[config.mk]
export PLATFORM = sky130hd
export DESIGN_NAME = rc_receiver_hop_bind
export DESIGN_NICKNAME = d
export VERILOG_FILES = /design/src/hw/rtl/rchb_pkg.sv /design/src/hw/rtl/rchb_chan.sv /design/src/hw/rtl/rchb_step.sv /design/src/hw/rtl/rc_receiver_hop_bind.sv
export SDC_FILE = /design/constraint.sdc
export NUM_CORES = 1
export LEC_CHECK = 0
export BUFFER_PORTS_ARGS = -buffer_cell sky130_fd_sc_hd__buf_4
export CORE_MARGIN = 2
export CORE_UTILIZATION = 55
export DETAILED_ROUTE_END_ITERATION = 8
export GPL_TIMING_DRIVEN = 0
export PLACE_DENSITY = 0.76
export SLEW_MARGIN = 20
export SYNTH_ARGS = -nofsm -noshare
export SYNTH_HDL_FRONTEND = slang
export SYNTH_HIERARCHICAL = 1
export SYNTH_SLANG_ARGS = --single-unit
[constraint.sdc]
create_clock -name clock -period 6.7 [get_ports clock]
set_input_delay 0.335 -clock clock [delete_from_list [all_inputs] [get_ports clock]]
set_output_delay 0.335 -clock clock [all_outputs]
set_load 0.005 [all_outputs]
[src/hw/rtl/rchb_pkg.sv]
// rchb_pkg: shared types, codes and the hopping table of the hop-bind receiver.
// No dependencies; imported by every module of the block.
package rchb_pkg;

   localparam int unsigned PACKET_BYTES = 16;
   localparam int unsigned ID_FIRST_POS = 7;
   localparam int unsigned FLAG_POS     = 14;

   localparam logic [3:0]  LAST_POS      = 4'(PACKET_BYTES - 1);
   localparam logic [3:0]  ID_FIRST      = 4'(ID_FIRST_POS);
   localparam logic [3:0]  ID_LAST       = 4'(ID_FIRST_POS + 2);
   localparam logic [3:0]  FLAG_AT       = 4'(FLAG_POS);
   localparam logic [7:0]  BIND_FLAG     = 8'hC0;
   localparam logic [15:0] TIMEOUT_RESET = 16'd200;

   localparam logic OP_BYTE = 1'b0;
   localparam logic OP_TICK = 1'b1;

   localparam logic EVENT_PACKET   = 1'b0;
   localparam logic EVENT_FAILSAFE = 1'b1;

   localparam logic [0:3][0:15][7:0] HOP_ROWS = {
      {8'h27, 8'h1B, 8'h39, 8'h28, 8'h24, 8'h22, 8'h2E, 8'h36,
       8'h19, 8'h21, 8'h29, 8'h14, 8'h1E, 8'h12, 8'h2D, 8'h18},
      {8'h2E, 8'h33, 8'h25, 8'h38, 8'h19, 8'h12, 8'h18, 8'h16,
       8'h2A, 8'h1C, 8'h1F, 8'h37, 8'h2F, 8'h23, 8'h34, 8'h10},
      {8'h11, 8'h1A, 8'h35, 8'h24, 8'h28, 8'h18, 8'h25, 8'h2A,
       8'h32, 8'h2C, 8'h14, 8'h27, 8'h36, 8'h34, 8'h1C, 8'h17},
      {8'h22, 8'h27, 8'h17, 8'h39, 8'h34, 8'h28, 8'h2B, 8'h1D,
       8'h18, 8'h2A, 8'h21, 8'h38, 8'h10, 8'h26, 8'h20, 8'h1F}
   };

   typedef struct packed {
      logic       op;
      logic [7:0] byte_value;
      logic       first_byte;
   } item_type;

   typedef struct packed {
      logic       emit;
      logic       event_kind;
      logic [6:0] next_channel;
      logic       packet_valid;
      logic       is_bound;
   } result_type;

endpackage

[src/hw/rtl/rchb_chan.sv]
// rchb_chan: channel for a hop index, from the bind row or the bound work row.
// Depends on rchb_pkg (hopping table).
module rchb_chan
   import rchb_pkg::*;
(
   input  logic [4:0] hop_index,
   input  logic       bound,
   input  logic [1:0] row,
   input  logic [2:0] increment,
   output logic [6:0] channel
);

   logic [3:0] slot;
   logic [7:0] work;
   logic [7:0] adj;

   assign slot = hop_index[4:1];
   assign work = HOP_ROWS[row][slot] + {5'd0, increment};
   // zero low nibble is nudged down by three
   assign adj  = (work[3:0] == 4'd0) ? work - 8'd3 : work;

   always_comb begin
      if (bound) begin
         channel = adj[6:0];
      end else begin
         channel = HOP_ROWS[0][slot][6:0];
      end
   end

endmodule

[src/hw/rtl/rchb_step.sv]
// rchb_step: receiver state and the per-word update (bytes and ticks).
// Depends on rchb_pkg and rchb_chan.
module rchb_step
   import rchb_pkg::*;
(
   input  logic        clock,
   input  logic        reset,
   input  logic        fire,
   input  item_type    item,
   input  logic [15:0] timeout,
   output result_type  result
);

   logic [3:0]  pos_ff,   pos_in;
   logic [7:0]  sum_ff,   sum_in;
   logic [7:0]  id_ff,    id_in;
   logic [7:0]  flag_ff,  flag_in;
   logic [4:0]  idx_ff,   idx_in;
   logic        bound_ff, bound_in;
   logic [1:0]  row_ff,   row_in;
   logic [2:0]  inc_ff,   inc_in;
   logic [15:0] idle_ff,  idle_in;

   logic [3:0]  pos;
   logic [7:0]  sum_base;
   logic [7:0]  id_base;
   logic [15:0] idle_up;
   logic        chk_ok;
   logic [6:0]  channel;

   assign pos      = item.first_byte ? 4'd0 : pos_ff;
   assign sum_base = (pos == 4'd0) ? 8'd0 : sum_ff;
   assign id_base  = (pos == 4'd0) ? 8'd0 : id_ff;
   assign idle_up  = (idle_ff == 16'hFFFF) ? idle_ff : idle_ff + 16'd1;
   assign chk_ok   = (item.byte_value == sum_ff);

   always_comb begin
      pos_in   = pos_ff;
      sum_in   = sum_ff;
      id_in    = id_ff;
      flag_in  = flag_ff;
      idx_in   = idx_ff;
      bound_in = bound_ff;
      row_in   = row_ff;
      inc_in   = inc_ff;
      idle_in  = idle_ff;
      result.emit         = 1'b0;
      result.event_kind   = EVENT_PACKET;
      result.packet_valid = 1'b0;
      if (item.op == OP_TICK) begin
         idle_in = idle_up;
         if (idle_up > timeout) begin
            idx_in            = idx_ff + 5'd1;
            idle_in           = 16'd0;
            result.emit       = 1'b1;
            result.event_kind = EVENT_FAILSAFE;
         end
      end else if (pos != LAST_POS) begin
         pos_in = pos + 4'd1;
         sum_in = sum_base + item.byte_value;
         id_in  = id_base;
         if (pos >= ID_FIRST && pos <= ID_LAST) begin
            id_in = id_base + item.byte_value;
         end
         if (pos == FLAG_AT) begin
            flag_in = item.byte_value;
         end
      end else begin
         // checksum byte closes the packet
         pos_in = 4'd0;
         if (chk_ok && !bound_ff && flag_ff == BIND_FLAG) begin
            row_in   = id_ff[1:0];
            inc_in   = id_ff[4:2];
            bound_in = 1'b1;
         end
         idx_in              = idx_ff + 5'd1;
         idle_in             = 16'd0;
         result.emit         = 1'b1;
         result.packet_valid = chk_ok;
      end
      result.is_bound     = bound_in;
      result.next_channel = channel;
   end

   rchb_chan u_chan (
      .hop_index (idx_in),
      .bound     (bound_in),
      .row       (row_in),
      .increment (inc_in),
      .channel   (channel)
   );

   always_ff @(posedge clock) begin
      if (reset) begin
         pos_ff   <= '0;
         sum_ff   <= '0;
         id_ff    <= '0;
         flag_ff  <= '0;
         idx_ff   <= '0;
         bound_ff <= 1'b0;
         row_ff   <= '0;
         inc_ff   <= '0;
         idle_ff  <= '0;
      end else if (fire) begin
         pos_ff   <= pos_in;
         sum_ff   <= sum_in;
         id_ff    <= id_in;
         flag_ff  <= flag_in;
         idx_ff   <= idx_in;
         bound_ff <= bound_in;
         row_ff   <= row_in;
         inc_ff   <= inc_in;
         idle_ff  <= idle_in;
      end
   end

endmodule

[src/hw/rtl/rc_receiver_hop_bind.sv]
// rc_receiver_hop_bind: top level of the hop-bind receiver.
// Depends on rchb_pkg and rchb_step (which uses rchb_chan).
//
// Receive side of a frequency-hopping remote-control link. Each input word is
// either one packet byte (op 0) or a one-millisecond tick (op 1). A 16-byte
// packet ends with a checksum byte; that byte yields one result word with the
// next channel, the checksum verdict and the bound status. A valid packet with
// flag byte 0xC0 binds an unbound receiver to the transmitter's hop pattern.
// More than csr timeout ticks without a packet yields a failsafe result word.
// Timing: a word is registered on entry, the state update and channel lookup
// run on it, and the result lands in an output register; one word is accepted
// every cycle unless req_stall is high. The output register frees the input
// side: words that make no result keep flowing while a result waits; only a
// result-making word waits on a held output register. Users must write the
// timeout register with csr_wr_en only while the block is idle; not enforced.
module rc_receiver_hop_bind
   import rchb_pkg::*;
(
   input  logic        clock,
   input  logic        reset,
   // input words
   input  logic        req_valid,
   output logic        req_stall,
   input  logic        req_op,
   input  logic [7:0]  req_byte_value,
   input  logic        req_first_byte,
   // result words
   output logic        rsp_valid,
   input  logic        rsp_stall,
   output logic        rsp_event_kind,
   output logic [6:0]  rsp_next_channel,
   output logic        rsp_packet_valid,
   output logic        rsp_is_bound,
   // timeout register
   input  logic        csr_wr_en,
   input  logic [15:0] csr_wr_data
);

   logic        in_valid_ff, in_valid_in;
   item_type    item_ff;
   logic        rsp_valid_ff, rsp_valid_in;
   result_type  rsp_ff;
   logic [15:0] timeout_ff;

   result_type  result;
   logic        out_free;
   logic        fire;
   logic        take;

   // output register can take a new result this cycle
   assign out_free    = !rsp_valid_ff || !rsp_stall;
   // words without a result never wait on the output side
   assign fire        = in_valid_ff && (out_free || !result.emit);
   assign req_stall   = in_valid_ff && !fire;
   assign take        = req_valid && !req_stall;
   assign in_valid_in = take || (in_valid_ff && !fire);

   always_comb begin
      if (fire && result.emit) begin
         rsp_valid_in = 1'b1;
      end else if (!rsp_stall) begin
         rsp_valid_in = 1'b0;
      end else begin
         rsp_valid_in = rsp_valid_ff;
      end
   end

   rchb_step u_step (
      .clock   (clock),
      .reset   (reset),
      .fire    (fire),
      .item    (item_ff),
      .timeout (timeout_ff),
      .result  (result)
   );

   always_ff @(posedge clock) begin
      if (reset) begin
         in_valid_ff  <= 1'b0;
         rsp_valid_ff <= 1'b0;
         timeout_ff   <= TIMEOUT_RESET;
      end else begin
         in_valid_ff  <= in_valid_in;
         rsp_valid_ff <= rsp_valid_in;
         if (csr_wr_en) begin
            timeout_ff <= csr_wr_data;
         end
      end
   end

   // payload registers
   always_ff @(posedge clock) begin
      if (take) begin
         item_ff.op         <= req_op;
         item_ff.byte_value <= req_byte_value;
         item_ff.first_byte <= req_first_byte;
      end
      if (fire && result.emit) begin
         rsp_ff <= result;
      end
   end

   assign rsp_valid        = rsp_valid_ff;
   assign rsp_event_kind   = rsp_ff.event_kind;
   assign rsp_next_channel = rsp_ff.next_channel;
   assign rsp_packet_valid = rsp_ff.packet_valid;
   assign rsp_is_bound     = rsp_ff.is_bound;

endmodule
==> reports/results.ini, run 1 <==
[global_route]
antenna_found_initial = 0
grt_use_total_pct = 25.3
grt_overflow_total = 0
grt_max_degree = 16
grt_pass1_wl_um = 25800
grt_pass1_vias = 5508

[place]
place_inst = 914
dp_hpwl_um = 11800
io_buffers = 41
place_area_um2 = 6730
gp_congestion = 0.957

[clock_network]
cts_root_buffer = clkbuf_16
cts_tree = done
clk_latency_ps = 350
cts_hold_buf = 0
clk_transition_reported_paths_ps = 70
cts.path.max_buffers = 2
cts_sinks = 90
numCtsBuffers = 9
htree_levels = 3

[setup_path]
critPathKind = flop to flop
critPathBufInv = 3
cp_top_family = simple AND/OR/NAND/NOR gates
worstSetupStartpointType = flop
endpoint_kind = flop
critPathSlowestCell = mux4_2
slowest_delay_ps = 540
crit_fanout = 19
critical_path_required_ps = 6800
cp.arrival_ps = 6490

[drt]
ant_nets = 0
vias = 5629
viasPerCell = 6.01
dr.pass1.iters = 5
wl_per_cell_um = 16.8
drc = 0
dr.first_iter.drc_count = 324
wl_um = 15700

[timing]
tightest_slew_ps = 918
setup_viol = 0
tns_ps = 0
hold_viol_final = 0
skew_ps = 9.66
period_share_pct = 95.5
timing.final.max_slew_violations = 0
period_minus_slack_ps = 6400
relSlewSlack_pct = 38.5
clock.fmax_mhz = 156

[die]
die_h_um = 111
coreArea_um2 = 10900
ioPinCount = 43
die_x_um = 111
rows = 38
die_area_um2 = 12200
start_util_pct = 57.1

[final_layout]
flow.area_growth_from_synthesis_pct = 16.8
drive_gt1_share_pct = 17.9
nFillCells = 879
nets = 875
fin_cells = 937
diodes = 0
stdcell_area_um2 = 7290

[yosys]
syn_inst = 733
synth.avg_cell_area_um2 = 8.51
synthesis.area_um2 = 6240
yosysWarnings = 6
synth_nets = 816

[power_and_ir_drop]
ir_drop_uv = 173
power.density_nw_per_um2 = 169
power.leakage_nw = 3.07

[job]
drv_cap = 0

[status]
outcome = finished clean

[min_path]
worstHoldPathType = input pin to flop

==> cell usage in the layout (no fill, tap or decap), drive strengths merged, types with 4 or more instances in the layout <==
cell type,instances
a211oi,6
o211ai,5
a22oi,13
nand3,26
and3,8
o21a,6
nand4b,5
buf,64
a211o,8
a221o,4
nand2,53
ha,49
a31oi,12
nand2b,8
o21ai,23
nand4,7
inv,42
xnor2,24
and2,14
or2,6
a21o,10
o31ai,4
nor2,93
edfxtp,20
nor2b,18
a21oi,45
mux2i,27
clkbuf,33
nor3,20
a31o,4
xor2,11
nor4,5
mux2,8
dfxtp,70
==> metal layers <==
layer / global-route usage [%] / wire [um]
met5: 0 / 0
met4: 8.58 / 253
met3: 6.31 / 952
met2: 42.6 / 7630
met1: 31.5 / 6870
==> power breakdown <==
group	internal, mW	switching [mW]
Clock	0.332	0.212
Combinational	0.0463	0.0573
Sequential	0.568	0.0136
Total	0.947	0.283
==> through the flow <==
stage	util [%]	power, mW	setup WS (ps)	hold slack (ps)
floorplan	-	0.656	349	434
global placement	61.5	0.687	-759	441
detailed placement	61.5	0.693	-929	445
CTS	65.4	1.24	21.1	145
global route	66.6	1.28	-66.2	140
finish	66.6	1.23	305	163
==> sequential cells by signal, summed over array words and instances (netlist names), 2 cells and up <==
register,flops
u_step/id_ff,5
u_step/row_ff,2
u_step/inc_ff,3
item_ff,10
u_step/idle_ff,16
u_step/sum_ff,8
u_step/idx_ff,5
rsp_next_channel,7
u_step/flag_ff,8
timeout_ff,16
u_step/pos_ff,4
==> worst paths after layout <==
path	start	to	slack, ps	depth (start not counted)
setup / recovery	u_step/idle_ff[9]	rsp_next_channel[4]	300	27
hold / removal	req_byte_value[5]	item_ff[6]	160	1
setup reg to reg	u_step/idle_ff[9]	rsp_next_channel[4]	300	27
hold reg to reg	u_step/inc_ff[0]	u_step/inc_ff[0]	450	2
==> worst reg2reg max path: cells and delay by family (launching register included) <==
family                   cells  cell delay, ps
AO/OA/AOI/OAI                5            1010
adder cells (fa/ha/maj)      2             730
buffers and inverters        3             720
multiplexers                 1             540
XOR/XNOR                     3             620
AND/OR/NAND/NOR             13            2140
flip-flops                   1             420
==> cell type report <==
cell class	count	area [um^2]	area share [%]
multi-input cells	565	4040	55.4
flip-flops and latches	90	2010	27.6
plain buffers	33	196	2.70
clock buffers	13	282	3.86
well taps	140	175	2.40
clock inverters	3	45.0	0.618
repair buffers	51	383	5.25
inverters	42	158	2.16
==> repair_timing <==
action                                 4_1_cts  5_1_grt
resized for setup                           15       32
setup endpoints to repair                    7        6
pin swaps                                    3        9
endpoints found under the hold margin        0        0
setup buffers                                4        6
Note: power is estimated with default switching activity, not from simulation.
==> run 2: changes to the inputs <==
Clock period 6.7 ns to 5.3 ns, I/O delays scaled along.
==> run 2 against run 1 <==
Combinational power is 27% higher. Non-clock buffer count rose by 26. Critical path type unchanged. Global-route usage rose by 0.85 points. Critical endpoint unchanged. Largest cell class unchanged. Cell count up 2.8%. The run now ends with setup timing left. Highest routed layer unchanged. Sequential share of layout area fell by 1.1 points.
==> reports/results.ini, run 2 (synthesis gave the netlist of run 1 again) <==
[power_and_ir_drop]
power.leakage_nw = 3.30  ; +7.4%
switching_share_pct = 22.7  ; -0.30 points
power.density_nw_per_um2 = 201  ; +19%
internal_power_mw = 1.20  ; +26%
power_frac_seq_pct = 47.4  ; about the same
power_frac_comb_pct = 8.6  ; +0.2 points
ir_drop_uv = 235  ; +36%
p_sw_mw = 0.351  ; +24%
clock_power_share_pct = 44.1  ; -0.2 points

[drt]
drc = 0  ; unchanged
dr.pass1.iters = 7  ; +2
vias = 5778  ; +2.6%
wl_um = 16600  ; +5.9%
ant_nets = 0  ; unchanged
wl_per_cell_um = 17.3  ; +3.0%
dr.first_iter.drc_count = 537  ; +66%
viasPerCell = 6.00  ; -0.12%

[timing]
relSlewSlack_pct = 42.6  ; +4.1 points
timing.final.max_slew_violations = 0  ; unchanged
tightest_slew_ps = 858  ; -60.5 ps
layout_setup_ws_ps = -804  ; -1110 ps
clock.fmax_mhz = 164  ; +4.8%
tns_ps = -3790  ; -3790 ps
setup_viol = 7  ; +7
rsz0062_at_grt = yes
hold_viol_final = 0  ; unchanged
period_share_pct = 115  ; +20 points
period_minus_slack_ps = 6100  ; -292 ps
skew_ps = 4.90  ; -4.75 ps

[final_layout]
nets = 901  ; +3.0%
diodes = 0  ; unchanged
stdcell_area_um2 = 7690  ; +5.5%
drive_gt1_share_pct = 23.7  ; +5.8 points
final_common_cell = nor2_1
flow.area_growth_from_synthesis_pct = 23.2
final_cell_mix = nor2_1 (90), buf_4 (79), dfxtp_1 (58)
reg_top3 = timeout_ff x16, u_step/idle_ff x16, item_ff x10
nFillCells = 846  ; -3.8%

[place]
post-place-ws_ps = -1470  ; -540 ps
place_area_um2 = 6840  ; +1.7%
gp_congestion = 0.945  ; -1.3%
dp_hpwl_um = 11700  ; -1.1%
io_buffers = 41  ; unchanged

[status]
outcome = finished with violations
violations = setup timing

[clock_network]
htree_levels = 3  ; unchanged
cts_tree = done
cts.path.max_buffers = 2  ; unchanged
clk_transition_reported_paths_ps = 60  ; about the same
clk_latency_ps = 350  ; about the same
numCtsBuffers = 9  ; unchanged
cts_root_buffer = clkbuf_16
cts_hold_buf = 0  ; unchanged
cts_sinks = 90  ; unchanged

[die]
rows = 38  ; unchanged
coreArea_um2 = 10900  ; unchanged
die_x_um = 111  ; unchanged
die_area_um2 = 12200  ; unchanged
die_h_um = 111  ; unchanged
ioPinCount = 43  ; unchanged
start_util_pct = 57.1  ; unchanged

[global_route]
grt_use_total_pct = 26.1  ; +0.85 points
grt_max_degree = 15  ; -1
antenna_found_initial = 0  ; unchanged
grt_pass1_vias = 5612  ; +1.9%
grt_overflow_total = 0  ; unchanged
grt_pass1_wl_um = 26500  ; +2.7%

[setup_path]
critPathSlowestCell = fa_2
cp_top_family = simple AND/OR/NAND/NOR gates
cp.arrival_ps = 6200  ; -290 ps
critical_path_required_ps = 5400  ; -1400 ps
slowest_delay_ps = 550  ; about the same
crit_fanout = 8  ; -11
worstSetupStartpointType = flop
critPathBufInv = 4  ; +1
critPathKind = flop to flop
endpoint_kind = flop

[job]
drv_cap = 0  ; unchanged

[min_path]
worstHoldPathType = input pin to flop

run 2: power groups by stage:
stage	combinational (mW)	sequential (mW)	clock, mW
detailed placement	0.125	0.751	0
global placement	0.120	0.750	0
CTS	0.127	0.736	0.692
floorplan	0.0845	0.745	0
finish	0.132	0.732	0.682
global route	0.145	0.734	0.721
run 2: per-layer routing:
| layer | global-route usage [%] | up-vias | wire length (um) |
|---|---|---|---|
| met5 | 0 | - | 0 |
| met4 | 9.58 | 0 | 367 |
| met3 | 6.09 | 39 | 1060 |
| met2 | 44.5 | 207 | 8220 |
| met1 | 32.1 | 2743 | 6990 |
| li1 | - | 2789 | - |
run 2: repair_timing:
action,CTS,global route
gates resized for setup,31,37
pin swaps,22,11
endpoints found under the setup margin,7,17
endpoints found under the hold margin,0,0
buffers inserted,21,13
run 2: worst paths after layout:
check / from / end / slack [ps] / cells past startpoint
worst max register to register: u_step/idle_ff[2] / rsp_next_channel[4] / -800 / 29
worst min-delay path: req_first_byte / item_ff[0] / 90 / 1
worst max-delay path: u_step/idle_ff[2] / rsp_next_channel[4] / -800 / 29
worst min register to register: u_step/inc_ff[2] / u_step/inc_ff[2] / 460 / 2
run 2: cell type report:
type | count | area (um^2) | share of cell area, %
Buffer | 35 | 273 | 3.55
Multi-Input combinational cell | 565 | 4160 | 54.1
Timing Repair Buffer | 75 | 563 | 7.32
Clock buffer | 13 | 282 | 3.66
Inverter | 42 | 158 | 2.05
Clock inverter | 3 | 43.8 | 0.570
Tap cell | 140 | 175 | 2.28
Sequential cell | 90 | 2030 | 26.5
run 2: stage by stage:
stage / util, % / hold slack (ps) / instances / total power [mW]
after floorplan: - / 364 / 733 / 0.829
after global placement: 62.6 / 441 / 914 / 0.869
after detailed placement: 62.6 / 444 / 914 / 0.875
after CTS: 68.2 / 81.7 / 951 / 1.56
after global routing: 70.3 / 81.2 / 963 / 1.60
final: 70.3 / 90.6 / 963 / 1.55
